$ cat config.mk
export PLATFORM = sky130hd
export DESIGN_NAME = rs_vandermonde_parity_encoder_gf16
export DESIGN_NICKNAME = d
export VERILOG_FILES = /design/src/rtl/rsvpe_pkg.sv /design/src/rtl/rs_vandermonde_parity_encoder_gf16.sv /design/src/rtl/rsvpe_dp.sv /design/src/rtl/rsvpe_ctrl.sv
export SDC_FILE = /design/constraint.sdc
export NUM_CORES = 2
export LEC_CHECK = 0
export BUFFER_PORTS_ARGS = -buffer_cell sky130_fd_sc_hd__buf_2
export CORE_MARGIN = 1.5
export CORE_UTILIZATION = 60
export CTS_CLUSTER_SIZE = 14
export DETAILED_ROUTE_END_ITERATION = 10
export PLACE_DENSITY = 0.76
export SKIP_CTS_REPAIR_TIMING = 1
export SLEW_MARGIN = 10
export SYNTH_ARGS = -nofsm -noshare
export SYNTH_HDL_FRONTEND = slang
export SYNTH_HIERARCHICAL = 1
export SYNTH_SLANG_ARGS = --single-unit
$ cat constraint.sdc
create_clock -name clock -period 10.25 [get_ports clock]
set_input_delay 0.5125 -clock clock [delete_from_list [all_inputs] [get_ports clock]]
set_output_delay 0.5125 -clock clock [all_outputs]
set_load 0.02 [all_outputs]
$ cat src/rtl/rsvpe_pkg.sv
// Shared constants, types and GF(2^16) arithmetic for the Vandermonde parity encoder.
package rsvpe_pkg;

   localparam int MAX_PARITY = 8;
   localparam int MAX_DATA   = 16;
   localparam int SYM_W      = 16;
   localparam int ROW_W      = 3;
   localparam int CFG_W      = 5;
   localparam int CSR_IDX_W  = 2;
   localparam int LANE_W     = (MAX_PARITY > 1) ? $clog2(MAX_PARITY) : 1;
   localparam int CNT_W      = $clog2(MAX_DATA);
   localparam int CALC_W     = 8;

   localparam logic [SYM_W-1:0] FIELD_LOW_POLY = 16'h100B;

   localparam logic [CSR_IDX_W-1:0] CSR_DATA_COUNT  = CSR_IDX_W'(0);
   localparam logic [CSR_IDX_W-1:0] CSR_TOTAL_COUNT = CSR_IDX_W'(1);

   typedef struct packed {
      logic              accum;
      logic              clear;
      logic              load_out;
      logic [LANE_W-1:0] row;
      logic              last;
   } dp_cmd_type;

   typedef struct packed {
      logic out_free;
   } dp_status_type;

   // multiply by x, reduce by x^16+x^12+x^3+x+1
   function automatic logic [SYM_W-1:0] gf_mul_x(input logic [SYM_W-1:0] v);
      logic [SYM_W-1:0] shifted;
      shifted = {v[SYM_W-2:0], 1'b0};
      return v[SYM_W-1] ? (shifted ^ FIELD_LOW_POLY) : shifted;
   endfunction

   function automatic logic [SYM_W-1:0] gf_mul(input logic [SYM_W-1:0] a,
                                               input logic [SYM_W-1:0] b);
      logic [SYM_W-1:0] x;
      logic [SYM_W-1:0] acc;
      x   = a;
      acc = '0;
      for (int bit_idx = 0; bit_idx < SYM_W; bit_idx++) begin
         if (b[bit_idx]) begin
            acc = acc ^ x;
         end
         x = gf_mul_x(x);
      end
      return acc;
   endfunction

   // evaluation point of a parity row: 2^row
   function automatic logic [SYM_W-1:0] row_point(input int row);
      logic [SYM_W-1:0] p;
      p = SYM_W'(1);
      for (int k = 0; k < MAX_PARITY; k++) begin
         if (k < row) begin
            p = gf_mul_x(p);
         end
      end
      return p;
   endfunction

endpackage

$ cat src/rtl/rs_vandermonde_parity_encoder_gf16.sv
// Top level of the GF(2^16) Vandermonde erasure-code parity encoder.
// Feed the K data symbols of one stripe position on req_* in chunk order; each accepted
// beat updates all MAX_PARITY row accumulators in the same cycle (one GF multiply-accumulate
// lane per row), so data symbols go in at one per cycle. On the K-th symbol the input stalls
// while the P = N-K parity symbols (clipped to 1..MAX_PARITY) leave on rsp_* in row order,
// one per cycle through the output register unless rsp_stall holds it, the last one flagged by
// rsp_last_parity. Write data_count (index 0) and total_count (index 1) on csr_* only while the
// block is idle; other indexes are ignored.
module rs_vandermonde_parity_encoder_gf16
   import rsvpe_pkg::*;
(
   input  logic                 clock,
   input  logic                 reset,
   input  logic                 req_valid,
   output logic                 req_stall,
   input  logic [SYM_W-1:0]     req_data_symbol,
   output logic                 rsp_valid,
   input  logic                 rsp_stall,
   output logic [SYM_W-1:0]     rsp_parity_symbol,
   output logic [ROW_W-1:0]     rsp_parity_row,
   output logic                 rsp_last_parity,
   input  logic                 csr_valid,
   output logic                 csr_ready,
   input  logic [CSR_IDX_W-1:0] csr_index,
   input  logic [CFG_W-1:0]     csr_wdata
);

   dp_cmd_type    cmd;
   dp_status_type status;

   rsvpe_ctrl u_ctrl (
      .clock     (clock),
      .reset     (reset),
      .req_valid (req_valid),
      .req_stall (req_stall),
      .csr_valid (csr_valid),
      .csr_ready (csr_ready),
      .csr_index (csr_index),
      .csr_wdata (csr_wdata),
      .cmd       (cmd),
      .status    (status)
   );

   rsvpe_dp u_dp (
      .clock             (clock),
      .reset             (reset),
      .cmd               (cmd),
      .status            (status),
      .data_symbol       (req_data_symbol),
      .rsp_valid         (rsp_valid),
      .rsp_stall         (rsp_stall),
      .rsp_parity_symbol (rsp_parity_symbol),
      .rsp_parity_row    (rsp_parity_row),
      .rsp_last_parity   (rsp_last_parity)
   );

endmodule

$ cat src/rtl/rsvpe_dp.sv
// Datapath: one GF multiply-accumulate lane per parity row and the result register.
module rsvpe_dp
   import rsvpe_pkg::*;
(
   input  logic                 clock,
   input  logic                 reset,
   input  dp_cmd_type           cmd,
   output dp_status_type        status,
   input  logic [SYM_W-1:0]     data_symbol,
   output logic                 rsp_valid,
   input  logic                 rsp_stall,
   output logic [SYM_W-1:0]     rsp_parity_symbol,
   output logic [ROW_W-1:0]     rsp_parity_row,
   output logic                 rsp_last_parity
);

   logic [SYM_W-1:0] acc_ff  [MAX_PARITY];
   logic [SYM_W-1:0] acc_in  [MAX_PARITY];
   logic [SYM_W-1:0] coef_ff [MAX_PARITY];
   logic [SYM_W-1:0] coef_in [MAX_PARITY];

   logic             rsp_valid_ff;
   logic [SYM_W-1:0] rsp_symbol_ff;
   logic [ROW_W-1:0] rsp_row_ff;
   logic             rsp_last_ff;

   for (genvar lane = 0; lane < MAX_PARITY; lane++) begin : g_lane
      localparam logic [SYM_W-1:0] POINT = row_point(lane);

      assign acc_in[lane]  = acc_ff[lane] ^ gf_mul(data_symbol, coef_ff[lane]);
      assign coef_in[lane] = gf_mul(coef_ff[lane], POINT);

      always_ff @(posedge clock) begin
         if (reset || cmd.clear) begin
            acc_ff[lane]  <= '0;
            coef_ff[lane] <= SYM_W'(1);
         end else if (cmd.accum) begin
            acc_ff[lane]  <= acc_in[lane];
            coef_ff[lane] <= coef_in[lane];
         end
      end
   end

   assign status.out_free = !rsp_valid_ff || !rsp_stall;

   always_ff @(posedge clock) begin
      if (reset) begin
         rsp_valid_ff <= 1'b0;
      end else if (cmd.load_out) begin
         rsp_valid_ff <= 1'b1;
      end else if (!rsp_stall) begin
         rsp_valid_ff <= 1'b0;
      end
   end

   always_ff @(posedge clock) begin
      if (cmd.load_out) begin
         rsp_symbol_ff <= acc_ff[cmd.row];
         rsp_row_ff    <= ROW_W'(cmd.row);
         rsp_last_ff   <= cmd.last;
      end
   end

   assign rsp_valid         = rsp_valid_ff;
   assign rsp_parity_symbol = rsp_symbol_ff;
   assign rsp_parity_row    = rsp_row_ff;
   assign rsp_last_parity   = rsp_last_ff;

endmodule

$ cat src/rtl/rsvpe_ctrl.sv
// Controller: configuration registers, symbol count and the parity emit sequencer.
module rsvpe_ctrl
   import rsvpe_pkg::*;
(
   input  logic                 clock,
   input  logic                 reset,
   input  logic                 req_valid,
   output logic                 req_stall,
   input  logic                 csr_valid,
   output logic                 csr_ready,
   input  logic [CSR_IDX_W-1:0] csr_index,
   input  logic [CFG_W-1:0]     csr_wdata,
   output dp_cmd_type           cmd,
   input  dp_status_type        status
);

   typedef enum logic {
      ST_TAKE,
      ST_EMIT
   } state_type;

   state_type         state_ff;
   logic [CNT_W-1:0]  count_ff;
   logic [LANE_W-1:0] row_ff;
   logic [LANE_W-1:0] last_row_ff;
   logic [CFG_W-1:0]  data_count_ff;
   logic [CFG_W-1:0]  total_count_ff;

   logic [CALC_W-1:0] eff_k;
   logic [CALC_W-1:0] eff_p;
   logic [CALC_W-1:0] total_ext;
   logic [CALC_W-1:0] taken;
   logic              accept;
   logic              stripe_end;
   logic              emit_last;

   assign csr_ready = 1'b1;

   always_ff @(posedge clock) begin
      if (reset) begin
         data_count_ff  <= CFG_W'(3);
         total_count_ff <= CFG_W'(5);
      end else if (csr_valid) begin
         unique case (csr_index)
            CSR_DATA_COUNT:  data_count_ff  <= csr_wdata;
            CSR_TOTAL_COUNT: total_count_ff <= csr_wdata;
            default: ;
         endcase
      end
   end

   // clip K to 1..MAX_DATA and N-K to 1..MAX_PARITY
   always_comb begin
      total_ext = CALC_W'(total_count_ff);
      if (data_count_ff == '0) begin
         eff_k = CALC_W'(1);
      end else if (CALC_W'(data_count_ff) > CALC_W'(MAX_DATA)) begin
         eff_k = CALC_W'(MAX_DATA);
      end else begin
         eff_k = CALC_W'(data_count_ff);
      end
      if (total_ext <= eff_k) begin
         eff_p = CALC_W'(1);
      end else if (total_ext - eff_k > CALC_W'(MAX_PARITY)) begin
         eff_p = CALC_W'(MAX_PARITY);
      end else begin
         eff_p = total_ext - eff_k;
      end
   end

   assign req_stall  = (state_ff != ST_TAKE);
   assign accept     = req_valid && !req_stall;
   assign taken      = CALC_W'(count_ff) + CALC_W'(1);
   assign stripe_end = (taken >= eff_k);
   assign emit_last  = (row_ff == last_row_ff);

   always_comb begin
      cmd.accum    = accept;
      cmd.load_out = (state_ff == ST_EMIT) && status.out_free;
      cmd.clear    = cmd.load_out && emit_last;
      cmd.row      = row_ff;
      cmd.last     = emit_last;
   end

   always_ff @(posedge clock) begin
      if (reset) begin
         state_ff    <= ST_TAKE;
         count_ff    <= '0;
         row_ff      <= '0;
         last_row_ff <= '0;
      end else begin
         unique case (state_ff)
            ST_TAKE: begin
               if (accept) begin
                  if (stripe_end) begin
                     count_ff    <= '0;
                     row_ff      <= '0;
                     last_row_ff <= LANE_W'(eff_p - CALC_W'(1));
                     state_ff    <= ST_EMIT;
                  end else begin
                     count_ff <= CNT_W'(taken);
                  end
               end
            end
            ST_EMIT: begin
               // advance one row per free output slot
               if (status.out_free) begin
                  if (emit_last) begin
                     state_ff <= ST_TAKE;
                  end else begin
                     row_ff <= row_ff + LANE_W'(1);
                  end
               end
            end
            default: state_ff <= ST_TAKE;
         endcase
      end
   end

   a_clear_ends_emit : assert property (@(posedge clock) disable iff (reset)
      cmd.clear |=> (state_ff == ST_TAKE) && !cmd.load_out)
      else $error("emit sequence did not end after the final parity row");

   a_row_in_range : assert property (@(posedge clock) disable iff (reset)
      (state_ff == ST_EMIT) |-> (row_ff <= last_row_ff))
      else $error("parity row index passed the last row");

   a_no_accum_while_emit : assert property (@(posedge clock) disable iff (reset)
      cmd.load_out |-> !cmd.accum)
      else $error("accumulators updated while parity rows are being read out");

   a_stripe_end_enters_emit : assert property (@(posedge clock) disable iff (reset)
      accept && stripe_end |=> (state_ff == ST_EMIT) && (row_ff == '0))
      else $error("stripe end did not start the parity readout");

endmodule

# Word level (Yosys, flattened, before mapping)
# Memory sizes are Yosys's and may differ from the RTL's. A register that Yosys moved wholly into a read port is not among the register bits.
# Cells that the tools add are included.
# totals
register_bits,26
ramBits,256
inputBits,28
output_inout_bits,23
elab_cells,438
n_memories,2
# op_classes
addsub,4
order_cmp,4
eq_ne,7
mux,209
bitwise,188
n_reduce_logical,15
# mem_list
name,depth,word_bits,rd,rd_clocked_by_memory_dff,wr,line_no,text
u_dp.acc_ff,8,16,9,1,8,rsvpe_dp.sv:17,logic [SYM_W-1:0] acc_ff [MAX_PARITY];
u_dp.coef_ff,8,16,8,0,8,rsvpe_dp.sv:19,logic [SYM_W-1:0] coef_ff [MAX_PARITY];
# op_table
cell,n
$mux 16,144
$xor 16x16->16,128
$mux 13,43
$not 4->4,43
$mux 3,6
$or 1x1->1,16
$mux 1,11
$ge 8x8->1,1
$gt 8x4->1 const B,1
$le 5x8->1,1
$mux 8,1
$ne 2x1->1 const B,4
$sub 5x8->8,1
$pmux 3 s2,1
$reduce_and 2->1,3
$add 4x1->5 const B,1
$gt 5x5->1 const B,1
$logic_not 5->1,1
$mux 5,1
$mux 4,1
$reduce_and 4->1,1
$add 3x1->3 const B,1
$eq 3x3->1,1
$logic_and 1x1->1,3
other kinds (9),12

# Depth between registers and ports, before layout
# logic_depth
depth_word,34
ltp_mapped,19

# Cells and area by module
# The synthesis kept the hierarchy.
# modules_own_cells
mod,instances,cells_each,area_each_um2,seq_area_each_um2
rsvpe_dp,1,4863,38454.4,7827.5
rsvpe_ctrl,1,156,1372.6,420.4

# Worst setup path before layout
# OpenSTA, ideal clock, no wires.
# synth_path
path_type,input-to-reg
startpoint,in req_valid
endpoint,mem u_dp.acc_ff[0][0] (enable)
arrival_ps,6077
t_required_ps,9634
slack_ps,3558
stages,4
path_buffers,2
path_cell_list,nor2b_1 buf_2 buf_4 or3_1
# synth_lines
element,line_no,text
start: declaration,rs_vandermonde_parity_encoder_gf16.sv:14,"input logic req_valid,"
end: declaration,rsvpe_dp.sv:17,

==> results_dict.tcl <==
set metrics [dict create \
    status "finished, final reports clean" \
    crit_required_ns 10.68 \
    die_y_um 261 \
    fin_area_sq_um 41600 \
    syn_inst 5019 \
    clkPwrFrac_pct 11.4 \
    critPathMaxFanout 47 \
    synth_ff_type "edfxtp_1" \
    crit_slowest_cell "xnor3_1" \
    grt_first_pass_wirelength_um 211000 \
    total_leakage_power_nw 15.5 \
    synth_most_common_cell "nand2_1" \
    port_buffers 49 \
    core_area_sq_um 65700 \
    grt.busiest_layer "met2" \
    ant_nets 0 \
    post-route-drc-count 0 \
    synthArstFlopShare_pct 0 \
    hold_class "in2reg" \
    fp.dieW_um 261 \
    clock-sinks 282 \
    wl_per_cell_um 25.3 \
    slew_headroom_pct 11.6 \
    seq_area_frac_synth_pct 20.7 \
    wl_um 143000 \
    cts_buffers 38 \
    clk_path_buf_depth 3 \
    path_delay_family "XOR/XNOR gates" \
    power_mw 12.7 \
    critPathLaunchType "primary input" \
    path_clk_slew_ns 0.06 \
    met1_usage_pct 53.4 \
    viasPerCell 6.33 \
    min_period_ns 4.64 \
    cp_cell_sequence "buf_2 -> buf_4 -> xor3_2 -> buf_4 -> xnor3_1 -> xor2_2 -> nand2_1 -> xnor2_1 -> xnor2_1 -> xnor3_1 -> nor2_1" \
    die_area_sq_um 67900 \
    groute.usage.overall_pct 41.6 \
    num-fill-cells 5436 \
    drtPass1Iterations 6 \
    clock_latency_ns 0.59 \
    synth_top_area_cell "xnor2_1" \
    syn_nets 5062 \
    yosysWarnings 6 \
    rsz0062_at_grt "no" \
    grt_use_met2_pct 60.9 \
    synthTopCellsByArea "xnor2_1 27%, edfxtp_1 20%, nand2_1 16%" \
    setup_violations 0 \
    synthDistinctLibCells 76 \
    critPathMaxStageDelay_ns 0.78 \
    gr-usage-met3_pct 12.5 \
    drv_slew 0 \
    fin_worst_skew_ns 0.0237 \
    fp-row-count 94 \
    hold_viol 0 \
    period_share_pct 45.2 \
    antenna_found_initial 6 \
    fin_nets 4788 \
    worstPathArrival_ns 5.07 \
    irDropWorstVdd_mv 0.137 \
    io_pins 51 \
    drt_iter0_drc 6099 \
    p_sw_share_pct 44.7 \
    gp_congestion 0.960 \
    place_area_sq_um 40300 \
    vias 35681 \
    cts_tree "done" \
    yosys.area.top_type_share_pct 27.0 \
    max_freq_mhz 216 \
    seqPwrFrac_pct 19.2 \
    endpoint_kind "flop" \
    syn_area_per_cell_sq_um 7.94 \
    powerDensity_nw_per_um2 306 \
    syn2layout_area_growth_pct 4.52 \
    crit_buf_inv 3 \
    synthTopCellsByCount "1700 x nand2_1, 1229 x xnor2_1, 369 x xor2_1" \
    grt_max_degree 133 \
    finalSetupTns_ns 0 \
    htreeDepth 2 \
    worst_slew_pin_slew_ns 1.33 \
    overflow 0 \
    cap_violations 0 \
    ys_seq_elements 282 \
    intPower_mw 7.04 \
    grt_pass1_vias 34042 \
    synth_edf_count 260 \
    cts_root_buffer "clkbuf_16" \
    drive_above_1_share_pct 7.79 \
    netlist_area_sq_um 39800 \
    start_util_pct 60.6 \
    p_sw_mw 5.69 \
    critical_path_class "in2reg" \
    hpwl_um 82600 \
    power_frac_comb_pct 69.4 \
]
==> cells by family after synthesis <==
group                      synth area share (%)
other                                   0.00942
buffers and inverters                      5.19
DFF                                        20.7
xor gates and xnor gates                   44.9
AOI/OAI and AO/OA                          4.05
muxes                                      3.87
and+or+nand+nor                            20.8
adders and majority gates                 0.509
==> power by group through the flow <==
| stage | Combinational, mW | Sequential [mW] | Clock [mW] |
|---|---|---|---|
| after floorplan | 7.42 | 1.92 | 0 |
| after global placement | 8.43 | 2.40 | 0 |
| after detailed placement | 8.59 | 2.40 | 0 |
| after CTS | 8.65 | 2.38 | 1.46 |
| after global routing | 9.36 | 2.44 | 1.50 |
| final | 8.83 | 2.44 | 1.46 |
==> routing by layer <==
layer | vias to the layer above | part of all wire [%] | routed length (um)
met3 | 766 | 17 | 23700
met2 | 3114 | 42 | 59300
met4 | 8 | 7.5 | 10700
li1 | 15179 | - | -
met1 | 16614 | 34 | 48900
met5 | - | 0.062 | 89
==> sequential cells by signal, summed over array words and instances, names as in the netlist <==
name and flops:
u_ctrl/data_count_ff 5, u_dp/rsp_parity_symbol 16, u_ctrl/count_ff 4, u_ctrl/last_row_ff 3, u_ctrl/total_count_ff 5, u_dp/acc_ff 128
u_dp/rsp_parity_row 3, u_ctrl/req_stall 1, u_dp/rsp_valid 1, u_dp/rsp_last_parity 1, u_dp/coef_ff 112, u_ctrl/row_ff 3
==> through the flow <==
step                setup slack [ns]  util, %  hold WS, ns  cells
finish                          5.61     63.3        0.175   5640
global placement                5.35     61.3        0.476   5569
detailed placement              5.27     61.3        0.481   5569
floorplan                       3.56        -        0.442   5019
CTS                             5.80     63.3        0.155   5638
global route                    5.66     63.3        0.175   5639
==> cell type report <==
class                   instances  area [sq um]  share of cell area (%)
multi-input cells            4230         29700                    71.4
well taps                     864          1080                    2.60
clock buffers                  43          1000                    2.40
flip-flops and latches        282          8250                    19.8
repair buffers                168          1170                    2.80
clock inverters                26           303                   0.727
inverters                      25          93.8                   0.225
diodes                          2          5.00                  0.0120
==> layout by cell type, fill, tap and decap left out, types with 6 or more instances in the layout <==
cell | synthesis | routed
xor3_2 | 2 | 8
a32o_1 | 6 | 6
xnor3_1 | 140 | 139
and3_1 | 47 | 47
o22ai_1 | 9 | 9
clkbuf_16 | 0 | 39
nor2b_1 | 24 | 23
mux2_2 | 32 | 32
xnor2_4 | 4 | 6
buf_4 | 12 | 118
a211oi_1 | 10 | 10
nand2_1 | 1700 | 1699
xor2_4 | 3 | 13
inv_1 | 24 | 24
or2_2 | 6 | 6
o21ai_0 | 46 | 46
nor2_1 | 249 | 248
mux4_2 | 40 | 40
nand3_1 | 20 | 20
a21o_1 | 6 | 6
buf_2 | 78 | 48
o211ai_1 | 21 | 21
xnor2_1 | 1229 | 1228
nand2b_1 | 22 | 22
mux2i_1 | 28 | 28
xor2_1 | 369 | 364
ha_1 | 13 | 13
dfxtp_1 | 22 | 20
a32oi_1 | 7 | 7
a21oi_1 | 73 | 73
o221ai_1 | 12 | 12
a22oi_1 | 15 | 15
edfxtp_1 | 260 | 260
==> worst reg2reg max path, cell delays in order, from the launching register on <==
cell and delay (ns):
dfxtp_2 0.31, buf_4 0.76, xnor2_1 0.19, nand3_1 0.17, nor2_1 0.11, nor2_4 0.12
buf_4 0.52, nand2_4 0.62, buf_12 0.46, or2_2 0.68
==> final timing paths <==
path / startpoint / end / slack, ns / depth (start not counted)
worst max-delay path: req_data_symbol[12] / u_dp/acc_ff[6][3] / 5.61 / 11
worst min-delay path: csr_wdata[2] / u_ctrl/total_count_ff[2] / 0.17 / 3
worst max register to register: u_ctrl/row_ff[0] / u_dp/coef_ff[1][16] / 6.06 / 9
worst min register to register: u_ctrl/total_count_ff[2] / u_ctrl/total_count_ff[2] / 0.49 / 2
Power figures use the tool's default switching activity.
